$ cat src/rtl/coalescing_request_table_assert.svh
// Assertion macros used by the request table RTL.
// CRT_ASSERT_IMP : antecedent implies consequent in the same cycle.
// CRT_ASSERT_NXT : antecedent implies consequent in the following cycle.
`ifndef COALESCING_REQUEST_TABLE_ASSERT_SVH
`define COALESCING_REQUEST_TABLE_ASSERT_SVH

`ifndef NO_ASSERTIONS

`define CRT_ASSERT_IMP(lbl, ck, rn, ante, cons) \
    lbl: assert property (@(posedge ck) disable iff (!rn) (ante) |-> (cons)) \
        else $error("request table check failed");

`define CRT_ASSERT_NXT(lbl, ck, rn, ante, cons) \
    lbl: assert property (@(posedge ck) disable iff (!rn) (ante) |=> (cons)) \
        else $error("request table check failed");

`else

`define CRT_ASSERT_IMP(lbl, ck, rn, ante, cons)

`define CRT_ASSERT_NXT(lbl, ck, rn, ante, cons)

`endif

`endif

$ cat src/rtl/crt_pkg.sv
`timescale 1ns / 1ps
`default_nettype none

package crt_pkg;

    // Default table depth
    localparam int MAX_REQUESTS_DEF = 64;

    // Operation codes
    localparam logic OP_ADD   = 1'b0;
    localparam logic OP_CLEAR = 1'b1;

    // Coalescing policies
    localparam logic [2:0] POL_PLAIN          = 3'd0;
    localparam logic [2:0] POL_SYNC           = 3'd1;
    localparam logic [2:0] POL_IGN_REQ_ACTOR  = 3'd2;
    localparam logic [2:0] POL_IGN_REQ        = 3'd3;
    localparam logic [2:0] POL_IGN_ACTOR      = 3'd4;
    localparam logic [2:0] POL_OVR_REQ_ACTOR  = 3'd5;
    localparam logic [2:0] POL_OVR_REQ        = 3'd6;
    localparam logic [2:0] POL_OVR_ACTOR      = 3'd7;

    // Result status codes
    localparam logic [2:0] ST_APPENDED    = 3'd0;
    localparam logic [2:0] ST_FULL        = 3'd1;
    localparam logic [2:0] ST_SYNC        = 3'd2;
    localparam logic [2:0] ST_IGNORED     = 3'd3;
    localparam logic [2:0] ST_OVERWRITTEN = 3'd4;
    localparam logic [2:0] ST_CLEARED     = 3'd5;

    // Incoming transaction
    typedef struct packed {
        logic               operation;
        logic [15:0]        request_code;
        logic [15:0]        actor_id;
        logic [2:0]         policy;
        logic               sync_active;
        logic [31:0]        text_ref_one;
        logic [31:0]        text_ref_two;
        logic signed [31:0] arg_one;
        logic signed [31:0] arg_two;
        logic signed [31:0] arg_three;
        logic signed [31:0] arg_four;
    } crt_cmd_t;

    // Outgoing transaction
    typedef struct packed {
        logic [2:0] status;
        logic [6:0] entry_count;
        logic [6:0] replaced_count;
    } crt_rsp_t;

    // Query broadcast to every cell during a scan
    typedef struct packed {
        logic [15:0] req;
        logic [15:0] actor;
        logic [2:0]  pol;
        logic        scan;
        logic        use_req;
        logic        use_actor;
        logic        overwrite;
        logic [63:0] text;
        logic [63:0] args_low;
        logic [63:0] args_high;
    } crt_query_t;

    // Token handed from cell to cell
    typedef struct packed {
        logic active;
        logic found;
    } crt_tok_t;

    // Saturate a count to the 7-bit result fields
    function automatic logic [6:0] sat7(input logic [31:0] v);
        logic [6:0] r;
        r = (v > 32'd127) ? 7'd127 : v[6:0];
        return r;
    endfunction

endpackage

`default_nettype wire

$ cat src/rtl/crt_cell.sv
`timescale 1ns / 1ps
`default_nettype none

module crt_cell #(
    parameter int MAX_REQUESTS = crt_pkg::MAX_REQUESTS_DEF,
    parameter int CELL_IDX     = 0,
    localparam int CNT_W       = $clog2(MAX_REQUESTS + 1)
) (
    input  wire logic                clk,
    input  wire logic                rst_n,
    input  wire logic [CNT_W-1:0]    fill,
    input  wire crt_pkg::crt_query_t query,
    input  wire crt_pkg::crt_tok_t   tok_in,
    input  wire logic [CNT_W-1:0]    cnt_in,
    output crt_pkg::crt_tok_t        tok_out,
    output logic [CNT_W-1:0]         cnt_out
);
    import crt_pkg::*;

    localparam logic [CNT_W-1:0] IDX = CNT_W'(CELL_IDX);

    // Stored entry
    logic [15:0] key_req_reg;
    logic [15:0] key_actor_reg;
    logic [2:0]  key_pol_reg;
    logic [63:0] text_reg;
    logic [63:0] args_low_reg;
    logic [63:0] args_high_reg;

    crt_tok_t         tok_reg;
    crt_tok_t         tok_next;
    logic [CNT_W-1:0] cnt_reg;
    logic [CNT_W-1:0] cnt_next;

    logic below;
    logic hit;
    logic match;
    logic wr_ovr;
    logic wr_app;
    logic wr;

    // Compare this entry against the query as the token passes
    always_comb
    begin
        below  = fill > IDX;
        hit    = (!query.use_req   || key_req_reg   == query.req) &&
                 (!query.use_actor || key_actor_reg == query.actor);
        match  = tok_in.active && below && query.scan && hit;
        wr_ovr = match && query.overwrite;
        // first free slot takes the new entry when nothing matched upstream
        wr_app = tok_in.active && (fill == IDX) && !tok_in.found;
        wr     = wr_ovr || wr_app;

        tok_next.active = tok_in.active;
        tok_next.found  = tok_in.found || match;
        cnt_next        = cnt_in + CNT_W'(wr_ovr);
    end

    // Token register
    always_ff @(posedge clk or negedge rst_n)
    begin
        if (!rst_n)
        begin
            tok_reg <= '0;
        end
        else
        begin
            tok_reg <= tok_next;
        end
    end

    always_ff @(posedge clk)
    begin
        cnt_reg <= cnt_next;
    end

    // Entry storage
    always_ff @(posedge clk)
    begin
        if (wr)
        begin
            key_req_reg   <= query.req;
            key_actor_reg <= query.actor;
            key_pol_reg   <= query.pol;
            text_reg      <= query.text;
            args_low_reg  <= query.args_low;
            args_high_reg <= query.args_high;
        end
    end

    assign tok_out = tok_reg;
    assign cnt_out = cnt_reg;

endmodule

`default_nettype wire

$ cat src/rtl/coalescing_request_table.sv
`timescale 1ns / 1ps
`default_nettype none
// Channel    Ports                  Handshake
// ---------  ---------------------  ------------------------------------
// command    start, busy, cmd       taken at an edge with start high, busy low
// result     done, rsp              valid for one cycle while done is high
//
// Clear, full-table and sync-held adds finish at once: done rises in the cycle after
// acceptance and busy stays low. Every other add sends a token down the row
// of MAX_REQUESTS cells, one cell per cycle, through the launch register, each
// cell's token register and then the done register; busy is high meanwhile.
// Reset empties the table. The receiver cannot stall results.
`include "coalescing_request_table_assert.svh"

module coalescing_request_table #(
    parameter int MAX_REQUESTS = crt_pkg::MAX_REQUESTS_DEF
) (
    input  wire logic          clk,
    input  wire logic          rst_n,
    input  wire logic          start,
    output logic               busy,
    input  wire crt_pkg::crt_cmd_t cmd,
    output logic               done,
    output crt_pkg::crt_rsp_t  rsp
);
    import crt_pkg::*;

    localparam int CNT_W = $clog2(MAX_REQUESTS + 1);
    localparam logic [CNT_W-1:0] MAX_CNT = CNT_W'(MAX_REQUESTS);

    logic [CNT_W-1:0] fill_reg;
    logic [CNT_W-1:0] fill_next;
    logic             busy_reg;
    logic             busy_next;
    logic             launch_reg;
    logic             launch_next;
    logic             done_reg;
    logic             done_next;
    crt_rsp_t         rsp_reg;
    crt_rsp_t         rsp_next;
    crt_query_t       query_reg;
    crt_query_t       query_next;

    crt_tok_t         tok_chain [0:MAX_REQUESTS];
    logic [CNT_W-1:0] cnt_chain [0:MAX_REQUESTS];
    logic [MAX_REQUESTS-1:0] tok_act;

    logic accept;
    logic scan_done;

    assign accept    = start && !busy_reg;
    assign scan_done = tok_chain[MAX_REQUESTS].active;

    // Token entering the first cell
    assign tok_chain[0].active = launch_reg;
    assign tok_chain[0].found  = 1'b0;
    assign cnt_chain[0]        = '0;

    // Row of cells
    for (genvar i = 0; i < MAX_REQUESTS; i++)
    begin : g_cell
        crt_cell #(
            .MAX_REQUESTS (MAX_REQUESTS),
            .CELL_IDX     (i)
        ) u_cell (
            .clk     (clk),
            .rst_n   (rst_n),
            .fill    (fill_reg),
            .query   (query_reg),
            .tok_in  (tok_chain[i]),
            .cnt_in  (cnt_chain[i]),
            .tok_out (tok_chain[i+1]),
            .cnt_out (cnt_chain[i+1])
        );
        assign tok_act[i] = tok_chain[i+1].active;
    end

    // Command decode and scan completion
    always_comb
    begin
        fill_next   = fill_reg;
        busy_next   = busy_reg;
        launch_next = 1'b0;
        done_next   = 1'b0;
        rsp_next    = rsp_reg;
        query_next  = query_reg;

        if (accept)
        begin
            done_next               = 1'b1;
            rsp_next.replaced_count = 7'd0;
            if (cmd.operation == OP_CLEAR)
            begin
                fill_next            = '0;
                rsp_next.status      = ST_CLEARED;
                rsp_next.entry_count = 7'd0;
            end
            else if (fill_reg >= MAX_CNT)
            begin
                rsp_next.status      = ST_FULL;
                rsp_next.entry_count = sat7(32'(fill_reg));
            end
            else if (cmd.policy == POL_SYNC && cmd.sync_active)
            begin
                rsp_next.status      = ST_SYNC;
                rsp_next.entry_count = sat7(32'(fill_reg));
            end
            else
            begin
                done_next            = 1'b0;
                busy_next            = 1'b1;
                launch_next          = 1'b1;
                query_next.req       = cmd.request_code;
                query_next.actor     = cmd.actor_id;
                query_next.pol       = cmd.policy;
                query_next.scan      = cmd.policy inside {[POL_IGN_REQ_ACTOR:POL_OVR_ACTOR]};
                query_next.use_req   = cmd.policy inside {POL_IGN_REQ_ACTOR, POL_IGN_REQ,
                                                          POL_OVR_REQ_ACTOR, POL_OVR_REQ};
                query_next.use_actor = cmd.policy inside {POL_IGN_REQ_ACTOR, POL_IGN_ACTOR,
                                                          POL_OVR_REQ_ACTOR, POL_OVR_ACTOR};
                query_next.overwrite = cmd.policy inside {[POL_OVR_REQ_ACTOR:POL_OVR_ACTOR]};
                query_next.text      = {cmd.text_ref_two, cmd.text_ref_one};
                query_next.args_low  = {cmd.arg_two, cmd.arg_one};
                query_next.args_high = {cmd.arg_four, cmd.arg_three};
            end
        end
        else if (scan_done)
        begin
            busy_next = 1'b0;
            done_next = 1'b1;
            if (tok_chain[MAX_REQUESTS].found)
            begin
                rsp_next.status = query_reg.overwrite ? ST_OVERWRITTEN : ST_IGNORED;
                rsp_next.replaced_count = query_reg.overwrite ?
                    sat7(32'(cnt_chain[MAX_REQUESTS])) : 7'd0;
            end
            else
            begin
                fill_next               = fill_reg + CNT_W'(1);
                rsp_next.status         = ST_APPENDED;
                rsp_next.replaced_count = 7'd0;
            end
            rsp_next.entry_count = sat7(32'(fill_next));
        end
    end

    // Control registers
    always_ff @(posedge clk or negedge rst_n)
    begin
        if (!rst_n)
        begin
            fill_reg   <= '0;
            busy_reg   <= 1'b0;
            launch_reg <= 1'b0;
            done_reg   <= 1'b0;
        end
        else
        begin
            fill_reg   <= fill_next;
            busy_reg   <= busy_next;
            launch_reg <= launch_next;
            done_reg   <= done_next;
        end
    end

    // Payload registers
    always_ff @(posedge clk)
    begin
        rsp_reg   <= rsp_next;
        query_reg <= query_next;
    end

    assign busy = busy_reg;
    assign done = done_reg;
    assign rsp  = rsp_reg;

    // At most one token in flight
    `CRT_ASSERT_IMP(a_one_token, clk, rst_n, 1'b1, $onehot0({tok_act, launch_reg}))
    // A token in the row means the block reports busy
    `CRT_ASSERT_IMP(a_busy_scan, clk, rst_n, launch_reg || tok_act != '0, busy_reg)
    // No result shown while a scan is under way
    `CRT_ASSERT_IMP(a_no_done_busy, clk, rst_n, busy_reg, !done_reg)
    // Replacement count only accompanies an overwrite, which replaced something
    `CRT_ASSERT_IMP(a_repl_cnt, clk, rst_n, done_reg,
                    (rsp_reg.status == ST_OVERWRITTEN) == (rsp_reg.replaced_count != 7'd0))
    // Fill level never exceeds the table depth
    `CRT_ASSERT_IMP(a_fill_max, clk, rst_n, 1'b1, fill_reg <= MAX_CNT)
    // A clear empties the table on the next cycle
    `CRT_ASSERT_NXT(a_clear, clk, rst_n, accept && cmd.operation == OP_CLEAR,
                    fill_reg == '0 && done_reg)

endmodule

`default_nettype wire
$ cat config.mk
export PLATFORM = sky130hd
export DESIGN_NAME = coalescing_request_table
export DESIGN_NICKNAME = d
export VERILOG_FILES = /design/src/rtl/crt_pkg.sv /design/src/rtl/crt_cell.sv /design/src/rtl/coalescing_request_table.sv
export VERILOG_INCLUDE_DIRS = /design/src /design/src/rtl
export SDC_FILE = /design/constraint.sdc
export NUM_CORES = 2
export LEC_CHECK = 0
export BUFFER_PORTS_ARGS = -buffer_cell sky130_fd_sc_hd__buf_2
export CORE_AREA = 2 2 441 443
export DETAILED_ROUTE_END_ITERATION = 8
export DIE_AREA = 0 0 443 445
export PLACE_DENSITY = 0.77
export SETUP_SLACK_MARGIN = 0.2
export SLEW_MARGIN = 20
export SYNTH_ARGS = -nofsm -noshare
export SYNTH_HDL_FRONTEND = slang
export SYNTH_HIERARCHICAL = 1
export SYNTH_SLANG_ARGS = --single-unit
$ cat constraint.sdc
create_clock -name clk -period 41.2 [get_ports clk]
set_input_delay 2.06 -clock clk [delete_from_list [all_inputs] [get_ports clk]]
set_output_delay 2.06 -clock clk [all_outputs]
set_load 0.02 [all_outputs]
Word-level counts from Yosys, hierarchy flattened
Index checks and enable logic that the tools add are counted.
Cells by class
  add/sub/neg operators: 64
  $lt $le $gt $ge: 68
  equality and inequality tests: 203
  multiplexer cells: 27
  bitwise operators: 3
  reductions and logical operators: 780
Operator list (count)
  16-bit == test: 128
  1-bit logical AND: 451
  7-bit by 1-bit adder with 7-bit output: 62
  1-bit logical OR: 255
  7-bit by 6-bit == test with 1-bit output, second input constant: 32
  7-bit by 6-bit > comparator with 1-bit output, second input constant: 32
  7-bit by 5-bit == test with 1-bit output, second input constant: 16
  7-bit by 5-bit > comparator with 1-bit output, second input constant: 16
  1-bit logical NOT: 66
  7-bit by 4-bit == test with 1-bit output, second input constant: 8
  7-bit by 4-bit > comparator with 1-bit output, second input constant: 8
  7-bit two-way mux: 6
  17-bit two-way mux: 2
  10-bit two-way mux: 3
  7-bit by 3-bit == test with 1-bit output, second input constant: 4
  7-bit by 3-bit > comparator with 1-bit output, second input constant: 4
  7-bit by 2-bit == test with 1-bit output, second input constant: 2
  7-bit by 1-bit > comparator with 1-bit output, second input constant: 2
  7-bit by 2-bit > comparator with 1-bit output, second input constant: 2
  1-bit two-way mux: 14
  3-bit == test, second input constant: 4
  2-bit != test, second input constant: 4
  4-bit AND reduction: 2
  4-bit nonzero test: 2
  other kinds (15): 20
Storage, ports and cells
  register bits: 2681
  output and inout port bits: 19
  logic and storage cells: 1478

Longest topological paths before layout
  depth in word-level cells: 6
  gate-level depth with buffers: 10

Worst setup path after synthesis
OpenSTA, ideal clock, no wires.
  path kind: input port to flip-flop
  start: in start
  end: reg rsp_reg (netlist bit rsp[10]) (enable)
  data arrival time: 14277 ps
  path slack: 25891 ps
  stages on the path: 5
  buffers on the path: 1
  cell sequence: nor2b_1 -> buf_2 -> nand2b_1 -> a311oi_2 -> nor2_1
On the way
  cells in the longest elaborated chain, start to end: 3
  elaborated cells on any way between the ends: 4
RTL lines
  from (decl): line coalescing_request_table.sv:20  | input wire logic start,
  1-bit logical AND *: line coalescing_request_table.sv:51  | assign accept = start && !busy_reg;
  4-bit by 2-bit != test with 1-bit output (no line) / 2-bit nonzero test (equally long branches)
  2-bit AND reduction (no line) *
  to (signal assigned): line coalescing_request_table.sv:169  | rsp_reg <= rsp_next;
  to (decl): line coalescing_request_table.sv:39  | crt_rsp_t rsp_reg;
Mark *: on every way between the ends. The rest lies on a longest branch, timed or not.
A chain may end at the register's enable or synchronous reset.

Worst setup path in the final report
  start: reg query_reg[230] in the netlist's numbering
  end: reg g_cell[49].u_cell.cnt_reg[6]
On the way
  cells in the longest elaborated chain, start to end: 6
RTL lines
  from (decl): line coalescing_request_table.sv:41  | crt_query_t query_reg;
  from (signal assigned): line coalescing_request_table.sv:170  | query_reg <= query_next;
  16-bit == test: line crt_cell.sv:46  | hit = (!query.use_req || key_req_reg == query.req) &&
  1-bit logical OR: line crt_cell.sv:46
  1-bit logical AND: line crt_cell.sv:46
  1-bit logical AND: line crt_cell.sv:48  | match = tok_in.active && below && query.scan && hit;
  1-bit logical AND: line crt_cell.sv:49  | wr_ovr = match && query.overwrite;
  7-bit by 1-bit adder with 7-bit output: line crt_cell.sv:56  | cnt_next = cnt_in + CNT_W'(wr_ovr);
  net g_cell[49].u_cell.cnt_next[6]: line crt_cell.sv:33  | logic [CNT_W-1:0] cnt_next;
  to (signal assigned): line crt_cell.sv:74  | cnt_reg <= cnt_next;
  to (decl): line crt_cell.sv:32  | logic [CNT_W-1:0] cnt_reg;
The timed path passes the listed nets, and every way through them passes these cells.

==> results.json <==
{
  "grt_pass1_vias": 60854,
  "ctsResizeCount": 0,
  "grt-ovfl-total": 0,
  "crit_buf_inv": 3,
  "path_delay_family": "buffers and inverters",
  "vias": 60838,
  "finalMaxSlewViolations": 0,
  "hold_path.class": "reg2reg",
  "met1_usage_pct": 34.9,
  "crit_fanout": 32,
  "drtPass1Iterations": 5,
  "clkTransAtPathRegs_ns": 0.06,
  "cap_violations": 0,
  "irDropWorstVdd_v": 0.0000357,
  "grt-busiest-layer": "met2",
  "clockPowerShare_pct": 43.2,
  "layout_commonest_cell": "edfxtp_1",
  "layout.nets": 7852,
  "clock_latency_ns": 0.91,
  "grt_pass1_wl_mm": 378,
  "tns_ns": 0,
  "cp-start-kind": "register",
  "power_mw": 5.56,
  "grtUsageTotal_pct": 25.3,
  "power_density_nw_per_um2": 45.1,
  "place_ws_ns": 35.99,
  "ios": 251,
  "max_clock_freq_mhz": 192,
  "final_cell_mix": "2094 x edfxtp_1, 1445 x xnor2_1, 926 x xor2_1",
  "portBuffers": 58,
  "hold_viol": 0,
  "p_sw_mw": 1.15,
  "drive_gt1_share_pct": 10.5,
  "start_util_pct": 56.9,
  "htree_levels": 5,
  "period_needed_ns": 5.22,
  "cts_sinks": 2687,
  "netlist_instances": 6942,
  "yosysWarnings": 6,
  "syn_avg_cell_area_um2": 15.7,
  "numCtsBuffers": 284,
  "grt_max_degree": 94,
  "p_sw_share_pct": 20.6,
  "slew_headroom_pct": 19.7,
  "crit_slowest_cell": "edfxtp_1",
  "worstMarginPinSlew_ns": 1.21,
  "die_y_um": 445,
  "wl_per_cell_um": 24.7,
  "leakagePower_nw": 41.6,
  "pwr-share-seq_pct": 53.5,
  "outcome": "complete, no violations",
  "cts_setup_buffers": 0,
  "coreArea_um2": 192000,
  "worst_slack_ns": 35.98,
  "drcViolationCount": 0,
  "pwr-share-comb_pct": 3.4,
  "period_share_pct": 12.7,
  "die_width_um": 443,
  "dp_hpwl_mm": 136,
  "core.rowCount": 161,
  "met2_usage_pct": 41.0,
  "cts_tree": "built",
  "holdBufCountCts": 0,
  "antenna_found_initial": 4,
  "area_growth_pct": 12.9,
  "rsz0062_at_grt": "false",
  "dr.first_iter.drc_count": 5880,
  "internal_power_mw": 4.41,
  "syn_area_um2": 109000,
  "end_kind": "register",
  "criticalPathCategory": "reg2reg",
  "use_met3_pct": 4.20,
  "vias_per_cell": 5.95,
  "required_ns": 41.98,
  "routabilityCongestion": 0.806,
  "die-area_um2": 197000,
  "slowest_delay_ns": 0.87,
  "cp.arrival_ns": 6.00,
  "root_buffer": "clkbuf_16",
  "crit_top_cell": "buf_4",
  "worstPathCellList": "buf_4 -> buf_4 -> buf_4 -> xor2_1 -> nor4_1 -> nand4_1 -> a221o_1 -> nor2_1 -> ha_1 -> ha_1 -> and3_1 -> nand3_1 -> xnor2_1",
  "clockBufferDepth": 4,
  "setup_violations": 0,
  "skew_ns": 0.0619,
  "ant_nets": 0,
  "drt_wl_total_mm": 252
}
## worst paths after layout
kind,slack [ns],cells past startpoint,startpoint,end
max in group asynchronous,38.13,3,rst_n,g_cell[3].u_cell/tok_out[1]$_DFF_PN0_
min in group asynchronous,1.16,1,rst_n,g_cell[45].u_cell/tok_out[0]$_DFF_PN0_
min,0.39,0,g_cell[36].u_cell/tok_out[1]$_DFF_PN0_,g_cell[37].u_cell/tok_out[1]$_DFF_PN0_
max,35.98,13,query_reg[230]$_DFFE_PP_,g_cell[49].u_cell/cnt_out[6]$_DFF_P_
min reg2reg,0.39,0,g_cell[36].u_cell/tok_out[1]$_DFF_PN0_,g_cell[37].u_cell/tok_out[1]$_DFF_PN0_
max reg2reg,35.98,13,query_reg[230]$_DFFE_PP_,g_cell[49].u_cell/cnt_out[6]$_DFF_P_
## worst reg2reg max path, stage by stage (launching register included)
cell and delay [ns]:
edfxtp_1 0.87, buf_4 0.60, buf_4 0.62, buf_4 0.52, xor2_1 0.18, nor4_1 0.35
nand4_1 0.36, a221o_1 0.45, nor2_1 0.30, ha_1 0.26, ha_1 0.19, and3_1 0.19
nand3_1 0.10, xnor2_1 0.13
## power groups by stage
stage / clock (mW) / sequential, mW / combinational, mW
2_1_floorplan: 0 / 3.06 / 0.0866
3_3_place_gp: 0 / 3.03 / 0.180
3_5_place_dp: 0 / 3.03 / 0.186
4_1_cts: 2.43 / 2.97 / 0.188
5_1_grt: 2.53 / 2.98 / 0.201
6_report: 2.40 / 2.97 / 0.188
## final cells by class
| cell class | count | area (µm²) |
|---|---|---|
| well taps | 2526 | 3160 |
| flip-flops and latches | 2687 | 75500 |
| inverters | 76 | 285 |
| repair buffers | 248 | 1920 |
| fillers | 13096 | 68700 |
| clock buffers | 414 | 8170 |
| clock inverters | 73 | 519 |
| multi-input cells | 4194 | 33700 |
| diodes | 3 | 7.51 |
## metal layers
metal	vias up	wire, µm
li1	26812	-
met1	30968	104000
met2	2520	120000
met3	538	19800
met4	0	8220
met5	-	0
## per-stage QoR
stage                     hold WS [ns]  cell area (µm²)  instances  utilization (%)
after floorplan                  0.359           109000       6960                -
after global placement           0.374           115000       9731             59.7
after detailed placement         0.381           115000       9731             59.7
after CTS                        0.385           123000      10218             64.2
after global routing             0.389           123000      10218             64.2
final                            0.388           123000      10221             64.2
No activity file was read; power rests on OpenSTA's default activity.
